## config.mk

```make
export PLATFORM = sky130hd
export DESIGN_NAME = rgb16_shade_blend_core
export DESIGN_NICKNAME = d
export VERILOG_FILES = /design/src/rtl/core/rsb_pkg.sv /design/src/rtl/core/rgb16_shade_blend_core.sv /design/src/rtl/core/rsb_unpack.sv /design/src/rtl/core/rsb_mix.sv /design/src/rtl/core/rsb_pack.sv
export SDC_FILE = /design/constraint.sdc
export NUM_CORES = 1
export LEC_CHECK = 0
export ABC_AREA = 0
export BUFFER_PORTS_ARGS = -buffer_cell sky130_fd_sc_hd__buf_2
export CORE_AREA = 10 10 163 165
export CTS_CLUSTER_SIZE = 8
export DETAILED_ROUTE_END_ITERATION = 12
export DIE_AREA = 0 0 173 175
export PLACE_DENSITY = 0.65
export SLEW_MARGIN = 5
export SYNTH_ARGS = -nofsm -noshare
export SYNTH_HDL_FRONTEND = slang
export SYNTH_SLANG_ARGS = --single-unit
```

## constraint.sdc

```tcl
create_clock -name i_clk -period 11.45 [get_ports i_clk]
set_clock_uncertainty 0.15 [all_clocks]
set_input_delay 2.29 -clock i_clk [delete_from_list [all_inputs] [get_ports i_clk]]
set_output_delay 2.29 -clock i_clk [all_outputs]
set_load 0.02 [all_outputs]
```

## src/rtl/core/rsb_pkg.sv

```systemverilog
`default_nettype none
package rsb_pkg;

    localparam int PIX_W  = 16;
    localparam int CH_W   = 5;
    localparam int WT_W   = 5;
    localparam int SH_W   = 4;
    localparam int IDX_W  = 3;
    localparam int CFG_W  = 8;
    localparam int FULL_W = 6;   // width of 32 - a

    // pixel_mode codes
    localparam logic [1:0] MODE_555 = 2'd0;
    localparam logic [1:0] MODE_565 = 2'd1;

    // register indexes
    localparam logic [IDX_W-1:0] REG_MODE    = 3'd0;
    localparam logic [IDX_W-1:0] REG_SHADE   = 3'd1;
    localparam logic [IDX_W-1:0] REG_R_SHIFT = 3'd2;
    localparam logic [IDX_W-1:0] REG_G_SHIFT = 3'd3;
    localparam logic [IDX_W-1:0] REG_B_SHIFT = 3'd4;

    localparam logic [SH_W-1:0] R_SHIFT_RST = 4'd10;
    localparam logic [SH_W-1:0] G_SHIFT_RST = 4'd5;
    localparam logic [SH_W-1:0] B_SHIFT_RST = 4'd0;

    typedef struct packed {
        logic [CH_W-1:0] s_r;
        logic [CH_W-1:0] d_r;
        logic [CH_W-1:0] s_g;
        logic [CH_W-1:0] d_g;
        logic [CH_W-1:0] s_b;
        logic [CH_W-1:0] d_b;
        logic [WT_W-1:0] wt;
        logic            ok;
    } t_chan_set;

    typedef struct packed {
        logic [CH_W-1:0] r;
        logic [CH_W-1:0] g;
        logic [CH_W-1:0] b;
        logic            ok;
    } t_sums;

    typedef struct packed {
        logic [SH_W-1:0] r;
        logic [SH_W-1:0] g;
        logic [SH_W-1:0] b;
    } t_place_cfg;

endpackage
`default_nettype wire

```

## src/rtl/core/rgb16_shade_blend_core.sv

```systemverilog
// Blends a 16-bit source pixel with a 16-bit destination pixel per word.
// Input stream: s_axis_* carries one pixel pair per word, source in the low
// half. Output stream: m_axis_* carries the blended pixel in tdata and a
// written flag in tuser (0 when the pixel format is unsupported; tdata is
// then 0).
// Configuration: write i_cfg_data to register i_cfg_idx while i_cfg_we is
// high: 0 pixel mode, 1 shade level, 2..4 red/green/blue output shifts.
// Registers should only change while no word is in flight.
// Each word passes through four register stages: channel unpack,
// weight multiply, channel add, pack.
// Throughput is one word per cycle while m_axis_tready is high; each stage
// holds one word and loads whenever it is empty or its downstream stage
// moves, so words keep entering while a result waits in the output register.
// When m_axis_tready is low, words pile up in the empty stages; s_axis_tready
// drops only once all four stages are full. Nothing is lost or repeated.
// Synchronous active-low reset empties the pipe and restores register
// defaults (555 mode, shade 0, shifts 10/5/0).
`default_nettype none
module rgb16_shade_blend_core
    import rsb_pkg::*;
(
    input  wire logic              i_clk,
    input  wire logic              i_rst_n,
    input  wire logic              i_cfg_we,
    input  wire logic [IDX_W-1:0]  i_cfg_idx,
    input  wire logic [CFG_W-1:0]  i_cfg_data,
    input  wire logic              s_axis_tvalid,
    output logic                   s_axis_tready,
    input  wire logic [2*PIX_W-1:0] s_axis_tdata,  // [15:0] src_pixel, [31:16] dst_pixel
    output logic                   m_axis_tvalid,
    input  wire logic              m_axis_tready,
    output logic [PIX_W-1:0]       m_axis_tdata,  // [15:0] out_pixel
    output logic                   m_axis_tuser   // [0] written
);

    logic [1:0]      r_mode;
    logic [CFG_W-1:0] r_shade;
    t_place_cfg      r_place;

    always_ff @(posedge i_clk) begin
        if (!i_rst_n) begin
            r_mode    <= MODE_555;
            r_shade   <= '0;
            r_place.r <= R_SHIFT_RST;
            r_place.g <= G_SHIFT_RST;
            r_place.b <= B_SHIFT_RST;
        end else if (i_cfg_we) begin
            case (i_cfg_idx)
                REG_MODE:    r_mode    <= i_cfg_data[1:0];
                REG_SHADE:   r_shade   <= i_cfg_data;
                REG_R_SHIFT: r_place.r <= i_cfg_data[SH_W-1:0];
                REG_G_SHIFT: r_place.g <= i_cfg_data[SH_W-1:0];
                REG_B_SHIFT: r_place.b <= i_cfg_data[SH_W-1:0];
                default: ;
            endcase
        end
    end

    logic      w_up_valid, w_up_ready;
    t_chan_set w_chan;
    logic      w_mix_valid, w_mix_ready;
    t_sums     w_sums;

    rsb_unpack u_unpack (
        .i_clk   (i_clk),
        .i_rst_n (i_rst_n),
        .i_valid (s_axis_tvalid),
        .o_ready (s_axis_tready),
        .i_src   (s_axis_tdata[PIX_W-1:0]),
        .i_dst   (s_axis_tdata[2*PIX_W-1:PIX_W]),
        .i_mode  (r_mode),
        .i_wt    (r_shade[CFG_W-1:3]),
        .o_valid (w_up_valid),
        .i_ready (w_up_ready),
        .o_chan  (w_chan)
    );

    rsb_mix u_mix (
        .i_clk   (i_clk),
        .i_rst_n (i_rst_n),
        .i_valid (w_up_valid),
        .o_ready (w_up_ready),
        .i_chan  (w_chan),
        .o_valid (w_mix_valid),
        .i_ready (w_mix_ready),
        .o_sums  (w_sums)
    );

    rsb_pack u_pack (
        .i_clk     (i_clk),
        .i_rst_n   (i_rst_n),
        .i_valid   (w_mix_valid),
        .o_ready   (w_mix_ready),
        .i_sums    (w_sums),
        .i_place   (r_place),
        .o_valid   (m_axis_tvalid),
        .i_ready   (m_axis_tready),
        .o_pixel   (m_axis_tdata),
        .o_written (m_axis_tuser)
    );

endmodule
`default_nettype wire

```

## src/rtl/core/rsb_unpack.sv

```systemverilog
`default_nettype none
module rsb_unpack
    import rsb_pkg::*;
(
    input  wire logic             i_clk,
    input  wire logic             i_rst_n,
    input  wire logic             i_valid,
    output logic                  o_ready,
    input  wire logic [PIX_W-1:0] i_src,
    input  wire logic [PIX_W-1:0] i_dst,
    input  wire logic [1:0]       i_mode,
    input  wire logic [WT_W-1:0]  i_wt,
    output logic                  o_valid,
    input  wire logic             i_ready,
    output t_chan_set             o_chan
);

    logic      r_v;
    t_chan_set r_chan;
    t_chan_set n_chan;

    always_comb begin
        n_chan     = '0;
        n_chan.wt  = i_wt;
        n_chan.s_b = i_src[4:0];
        n_chan.d_b = i_dst[4:0];
        case (i_mode)
            MODE_555: begin
                n_chan.s_r = i_src[14:10];
                n_chan.d_r = i_dst[14:10];
                n_chan.s_g = i_src[9:5];
                n_chan.d_g = i_dst[9:5];
                n_chan.ok  = 1'b1;
            end
            MODE_565: begin
                n_chan.s_r = i_src[15:11];
                n_chan.d_r = i_dst[15:11];
                n_chan.s_g = i_src[10:6];
                n_chan.d_g = i_dst[10:6];
                n_chan.ok  = 1'b1;
            end
            default: begin
                n_chan.ok = 1'b0;
            end
        endcase
    end

    assign o_ready = !r_v || i_ready;

    always_ff @(posedge i_clk) begin
        if (!i_rst_n) begin
            r_v <= 1'b0;
        end else if (o_ready) begin
            r_v <= i_valid;
        end
    end

    always_ff @(posedge i_clk) begin
        if (o_ready && i_valid) begin
            r_chan <= n_chan;
        end
    end

    assign o_valid = r_v;
    assign o_chan  = r_chan;

endmodule
`default_nettype wire

```

## src/rtl/core/rsb_mix.sv

```systemverilog
`default_nettype none
module rsb_mix
    import rsb_pkg::*;
(
    input  wire logic      i_clk,
    input  wire logic      i_rst_n,
    input  wire logic      i_valid,
    output logic           o_ready,
    input  wire t_chan_set i_chan,
    output logic           o_valid,
    input  wire logic      i_ready,
    output t_sums          o_sums
);

    // first stage: weighted terms, each already divided by 32
    typedef struct packed {
        logic [CH_W-1:0] s_r;
        logic [CH_W-1:0] d_r;
        logic [CH_W-1:0] s_g;
        logic [CH_W-1:0] d_g;
        logic [CH_W-1:0] s_b;
        logic [CH_W-1:0] d_b;
        logic            ok;
    } t_terms;

    logic   r_v_t;
    logic   r_v_s;
    t_terms r_terms;
    t_terms n_terms;
    t_sums  r_sums;
    t_sums  n_sums;
    logic   w_ready_s;
    logic   w_ready_t;

    logic [FULL_W-1:0]      w_inv;
    logic [CH_W+FULL_W-1:0] w_ps_r, w_ps_g, w_ps_b;
    logic [2*CH_W-1:0]      w_pd_r, w_pd_g, w_pd_b;

    assign w_inv  = FULL_W'(32) - FULL_W'(i_chan.wt);
    assign w_ps_r = (CH_W+FULL_W)'(i_chan.s_r) * (CH_W+FULL_W)'(w_inv);
    assign w_ps_g = (CH_W+FULL_W)'(i_chan.s_g) * (CH_W+FULL_W)'(w_inv);
    assign w_ps_b = (CH_W+FULL_W)'(i_chan.s_b) * (CH_W+FULL_W)'(w_inv);
    assign w_pd_r = (2*CH_W)'(i_chan.d_r) * (2*CH_W)'(i_chan.wt);
    assign w_pd_g = (2*CH_W)'(i_chan.d_g) * (2*CH_W)'(i_chan.wt);
    assign w_pd_b = (2*CH_W)'(i_chan.d_b) * (2*CH_W)'(i_chan.wt);

    always_comb begin
        n_terms.s_r = w_ps_r[CH_W+4:5];
        n_terms.s_g = w_ps_g[CH_W+4:5];
        n_terms.s_b = w_ps_b[CH_W+4:5];
        n_terms.d_r = w_pd_r[2*CH_W-1:5];
        n_terms.d_g = w_pd_g[2*CH_W-1:5];
        n_terms.d_b = w_pd_b[2*CH_W-1:5];
        n_terms.ok  = i_chan.ok;
    end

    // weights add to 32, so each sum stays within 5 bits
    always_comb begin
        n_sums.r  = r_terms.s_r + r_terms.d_r;
        n_sums.g  = r_terms.s_g + r_terms.d_g;
        n_sums.b  = r_terms.s_b + r_terms.d_b;
        n_sums.ok = r_terms.ok;
    end

    assign w_ready_s = !r_v_s || i_ready;
    assign w_ready_t = !r_v_t || w_ready_s;
    assign o_ready   = w_ready_t;

    always_ff @(posedge i_clk) begin
        if (!i_rst_n) begin
            r_v_t <= 1'b0;
            r_v_s <= 1'b0;
        end else begin
            if (w_ready_t) begin
                r_v_t <= i_valid;
            end
            if (w_ready_s) begin
                r_v_s <= r_v_t;
            end
        end
    end

    always_ff @(posedge i_clk) begin
        if (w_ready_t && i_valid) begin
            r_terms <= n_terms;
        end
        if (w_ready_s && r_v_t) begin
            r_sums <= n_sums;
        end
    end

    assign o_valid = r_v_s;
    assign o_sums  = r_sums;

endmodule
`default_nettype wire

```

## src/rtl/core/rsb_pack.sv

```systemverilog
`default_nettype none
module rsb_pack
    import rsb_pkg::*;
(
    input  wire logic             i_clk,
    input  wire logic             i_rst_n,
    input  wire logic             i_valid,
    output logic                  o_ready,
    input  wire t_sums            i_sums,
    input  wire t_place_cfg       i_place,
    output logic                  o_valid,
    input  wire logic             i_ready,
    output logic [PIX_W-1:0]      o_pixel,
    output logic                  o_written
);

    logic             r_v;
    logic [PIX_W-1:0] r_pixel;
    logic             r_written;
    logic [PIX_W-1:0] n_pixel;
    logic [PIX_W-1:0] w_r, w_g, w_b;

    // bits pushed past the top are dropped
    assign w_r = PIX_W'(i_sums.r) << i_place.r;
    assign w_g = PIX_W'(i_sums.g) << i_place.g;
    assign w_b = PIX_W'(i_sums.b) << i_place.b;
    assign n_pixel = i_sums.ok ? (w_r | w_g | w_b) : '0;

    assign o_ready = !r_v || i_ready;

    always_ff @(posedge i_clk) begin
        if (!i_rst_n) begin
            r_v <= 1'b0;
        end else if (o_ready) begin
            r_v <= i_valid;
        end
    end

    always_ff @(posedge i_clk) begin
        if (o_ready && i_valid) begin
            r_pixel   <= n_pixel;
            r_written <= i_sums.ok;
        end
    end

    assign o_valid   = r_v;
    assign o_pixel   = r_pixel;
    assign o_written = r_written;

endmodule
`default_nettype wire

```

==> results.md <==
- The final-report max-slew violation count came to 0.
- The worst hold path begins at u_unpack.o_chan[0].
- The post-cts hold buffer count is 0.
- The relative slew slack is 0.191.
- The endpoint arrival time on the critical path is 3.17 ns.
- STA classifies the critical path endpoint as an output port.
- The layout has 2,177 filler cells.
- Dividing total power by cell area gives a power density of 133 mW/mm2.
- The initial utilization of the core area, before any placement, comes to 0.443.
- Adding up every negative setup slack in the final design gives 0 ns.
- The most common cell in the synthesized netlist is sky130_fd_sc_hd__inv_1.
- After the flow finishes, the layout carries non-filler instances totaling 1,395.
- Synthesis instantiated 60 different standard cells from the library.
- Of the cells placed in the final design, the portion with a size suffix greater than 1 is 0.113.
- After technology mapping, the gate count stands at 1,007.
- With fillers left out, the area of the finished cells amounts to 0.0115 mm2.
- The area share of the largest cell type after synthesis is 0.292.
- The total iterations of the first detailed-routing run is 6.
- The critical register-to-register path endpoint is u_mix.r_terms[20].
- The internal reg-to-reg setup slack is 5.96 ns.
- The net count of the mapped netlist is 1,221.
- Row generation in the floorplan step produced 56 rows.
- The clock-pin slew reported for the worst setup and hold paths after clock tree synthesis is 0.06 ns.
- The via count of the first global-routing pass is 7,475.
- The later pin in the worst-skew pair is clocked with a latency of 0.42 ns.
- The die boundary height is 175 um.
- The TritonCTS sink count is 123.
- The number of top-level pins is 67.
- The critical path launch point type is an input port.
- The worst reg2reg path depth is 15.
- Across the whole layout, storage elements account for 0.00346 mm2.
- The fraction of registers with async set/reset is 0.
- The first global-routing pass estimated 36,700 um of wire.
- In the final design database the tool counted 1,277 nets.
- The CTS tree is yes.
- The TritonCTS buffer count is 17.
- For this run, the top clock speed supported by timing is 0.178 GHz.
- In the finished design, the share of the clock period the worst path needs comes to 0.490.
- Hold is met by 0.278 ns.
- The worst setup path category is input port to output port.
- Setup repair after global routing left no endpoint under its margin.
- Wires add up to 21,300 um.
- For this run, design rule violations remaining after detail routing come to 0.
- In this run the deepest clock path goes through 2 buffers.
- The setup-violating endpoint count in the final report is 0.
- In this run the cell area measured after placement is 0.0109 mm2.
- The worst-case setup slack after placement is 5.85 ns.
- VDD sags by at most 0.0000969 V.
- The startpoint identified for the worst register-to-register timing path is u_unpack.o_chan[1].
- Sorting the synthesized cells by how often they occur yields sky130_fd_sc_hd__inv_1, sky130_fd_sc_hd__ha_1, sky130_fd_sc_hd__edfxtp_1.
- At the end of routability-driven placement, the weighted congestion stood at 0.909.
- The pin count of the biggest net entering global routing is 37.
- The sum of internal, switching and leakage power is 1.53 mW.
- The number of resized instances in the post-cts repair step is 0.
- Summing all multi-input logic gate instances after layout gives 0.00624 mm2.
- The startpoint of the most critical setup path is m_axis_tready.
- The synthesized design spends more area on one cell type than any other, namely sky130_fd_sc_hd__edfxtp_1.
- Using the TritonRoute via totals, the vias-per-cell ratio works out to 5.21.
- The maximum net fanout on the critical path is 5.
- For this run the aggregate overflow at the end of global routing stands at 0.
- Across every metal layer, demand over resource in global routing totals 0.146.
- After detailed placement, the design holds a cell count of 1,363.
- The count of H-tree levels built during CTS is 4.
- The tightest min-delay check is of the flop to flop type.
- In the post-synthesis netlist, the biggest area contributors are sky130_fd_sc_hd__edfxtp_1, sky130_fd_sc_hd__ha_1, sky130_fd_sc_hd__fa_1.
- In this run the post-CTS setup repair buffer count came out at 0.
- The number of hold violations in the final report is 0.
- The mean cell area of the mapped netlist is 10.2 um2.
- The horizontal die dimension is 173 um.
- The number of antenna violations at the first check in global routing is 0.
- The average wire length per cell after detail routing is 15.3 um.
- The critical path ends at s_axis_tready.
- The run finished with clean final reports.
- The number of nets still failing antenna checks after routing is 0.
- The area added between synthesis and finish is 11.7%.
- For this run, the leading register cell type out of synthesis is sky130_fd_sc_hd__edfxtp_1.
- The tool flagged a number of max-cap violations equal to 0.
- The floorplan core area is 0.0233 mm2.
- Port buffering added 66 buffers.
- The root cell of the clock tree is sky130_fd_sc_hd__clkbuf_16.
- Synthesis inferred 123 register bits.
- The endpoint required time on the critical path is 9.01 ns.
- The share of synthesized area occupied by flip-flops and latches is 0.336.
- Along the worst hold path, the cell count comes to 0.
- The detailed-route via count is 7,273.
- The number of synthesized flops with an enable pin is 100.
- Summed over all cells, the static leakage comes to 5.11 nW.
- The count of synthesis-stage warnings from yosys is 0.
- The total standard cell area after synthesis is 0.0103 mm2.
- Summed over all nets, the half-perimeter wirelength after detailed placement is 16,600 um.
- Once layout is complete, the utilization of the core stands at 0.494.
- The measured slew at the worst slew-check pin is 1.20 ns.
- Once routing completed, OpenROAD measured the worst setup slack at 5.84 ns.
- The die covers 0.0303 mm2.
- The worst path in the final design needs a cycle of 5.61 ns, including I/O delays and setup.
- The detailed router finished its first iteration with 389 violations.
- The number of diodes added for antenna fixing is 0.
## sequential cells by signal, indices dropped and copies added (netlist names)
signal            cells
r_mode                2
r_shade               5
u_unpack.o_valid      1
u_pack.o_valid        1
r_place              12
u_mix.o_sums         16
u_mix.r_v_t           1
u_pack.o_written      1
u_pack.o_pixel       16
u_mix.r_terms        30
u_unpack.o_chan      36
u_mix.n_sums          1
u_mix.o_valid         1
## logic make-up after synthesis
| kind of cell | count (synthesis) | synth area share |
|---|---|---|
| AO/OA/AOI/OAI | 126 | 0.0909 |
| XOR/XNOR | 51 | 0.0434 |
| adder cells (fa/ha/maj) | 166 | 0.243 |
| buffers and inverters | 155 | 0.0584 |
| flip-flops | 123 | 0.336 |
| multiplexers | 62 | 0.0634 |
| AND/OR/NAND/NOR | 324 | 0.164 |
## cell usage in the layout, fill, tap and decap left out, types with 4 or more instances in the layout
master,n
sky130_fd_sc_hd__inv_1,117
sky130_fd_sc_hd__mux2i_1,54
sky130_fd_sc_hd__o221ai_1,8
sky130_fd_sc_hd__a211oi_1,5
sky130_fd_sc_hd__and3_1,11
sky130_fd_sc_hd__mux2_2,6
sky130_fd_sc_hd__o211ai_1,5
sky130_fd_sc_hd__a21o_1,14
sky130_fd_sc_hd__o21bai_1,7
sky130_fd_sc_hd__xnor2_1,39
sky130_fd_sc_hd__edfxtp_1,100
sky130_fd_sc_hd__buf_2,66
sky130_fd_sc_hd__dfxtp_1,23
sky130_fd_sc_hd__nor2_1,42
sky130_fd_sc_hd__nand4_1,9
sky130_fd_sc_hd__clkbuf_16,19
sky130_fd_sc_hd__and2_1,74
sky130_fd_sc_hd__fa_1,57
sky130_fd_sc_hd__nor3b_1,5
sky130_fd_sc_hd__nand2b_1,10
sky130_fd_sc_hd__nor2b_1,24
sky130_fd_sc_hd__o21ai_0,16
sky130_fd_sc_hd__xor2_1,12
sky130_fd_sc_hd__nand3b_1,6
sky130_fd_sc_hd__a21oi_1,28
sky130_fd_sc_hd__inv_6,4
sky130_fd_sc_hd__o2111ai_1,5
sky130_fd_sc_hd__and4_1,6
sky130_fd_sc_hd__nor3_1,14
sky130_fd_sc_hd__nand3_1,17
sky130_fd_sc_hd__ha_1,109
sky130_fd_sc_hd__nand2_1,94
sky130_fd_sc_hd__buf_4,9
## critical path: stages
cell and delay (ns):
sky130_fd_sc_hd__buf_2 0.09, sky130_fd_sc_hd__nor2b_1 0.27, sky130_fd_sc_hd__and3_1 0.28, sky130_fd_sc_hd__nand2_1 0.08, sky130_fd_sc_hd__buf_2 0.16
## area by class of cell
cell class | instances | share of cell area
Clock inverter | 10 | 0.00664
Sequential cell | 123 | 0.301
Clock buffer | 22 | 0.0423
Tap cell | 319 | 0.0347
Inverter | 117 | 0.0382
Multi-Input combinational cell | 729 | 0.542
Timing Repair Buffer | 75 | 0.0346
## per-layer routing
layer / share of wire / global-route usage
met2: 0.47 / 0.243
met3: 0.040 / 0.0321
met5: 0 / 0
met4: 0.016 / 0.0424
met1: 0.47 / 0.188
## report_power, final
part	total, mW	internal, mW	switching (mW)
Clock	0.516	0.306	0.210
Sequential	0.575	0.544	0.0306
Combinational	0.442	0.201	0.241
Total	1.53	1.05	0.482
## worst min-delay path by stage
stage                     slack, ns         endpoint
after floorplan                0.25  u_mix.n_sums[0]
after CTS                      0.28  u_mix.n_sums[0]
final                          0.28  u_mix.n_sums[0]
after detailed placement       0.26  u_mix.n_sums[0]
after global placement         0.25  u_mix.n_sums[0]
after global routing           0.28  u_mix.o_sums[0]
No activity file was read; power rests on OpenSTA's default activity.
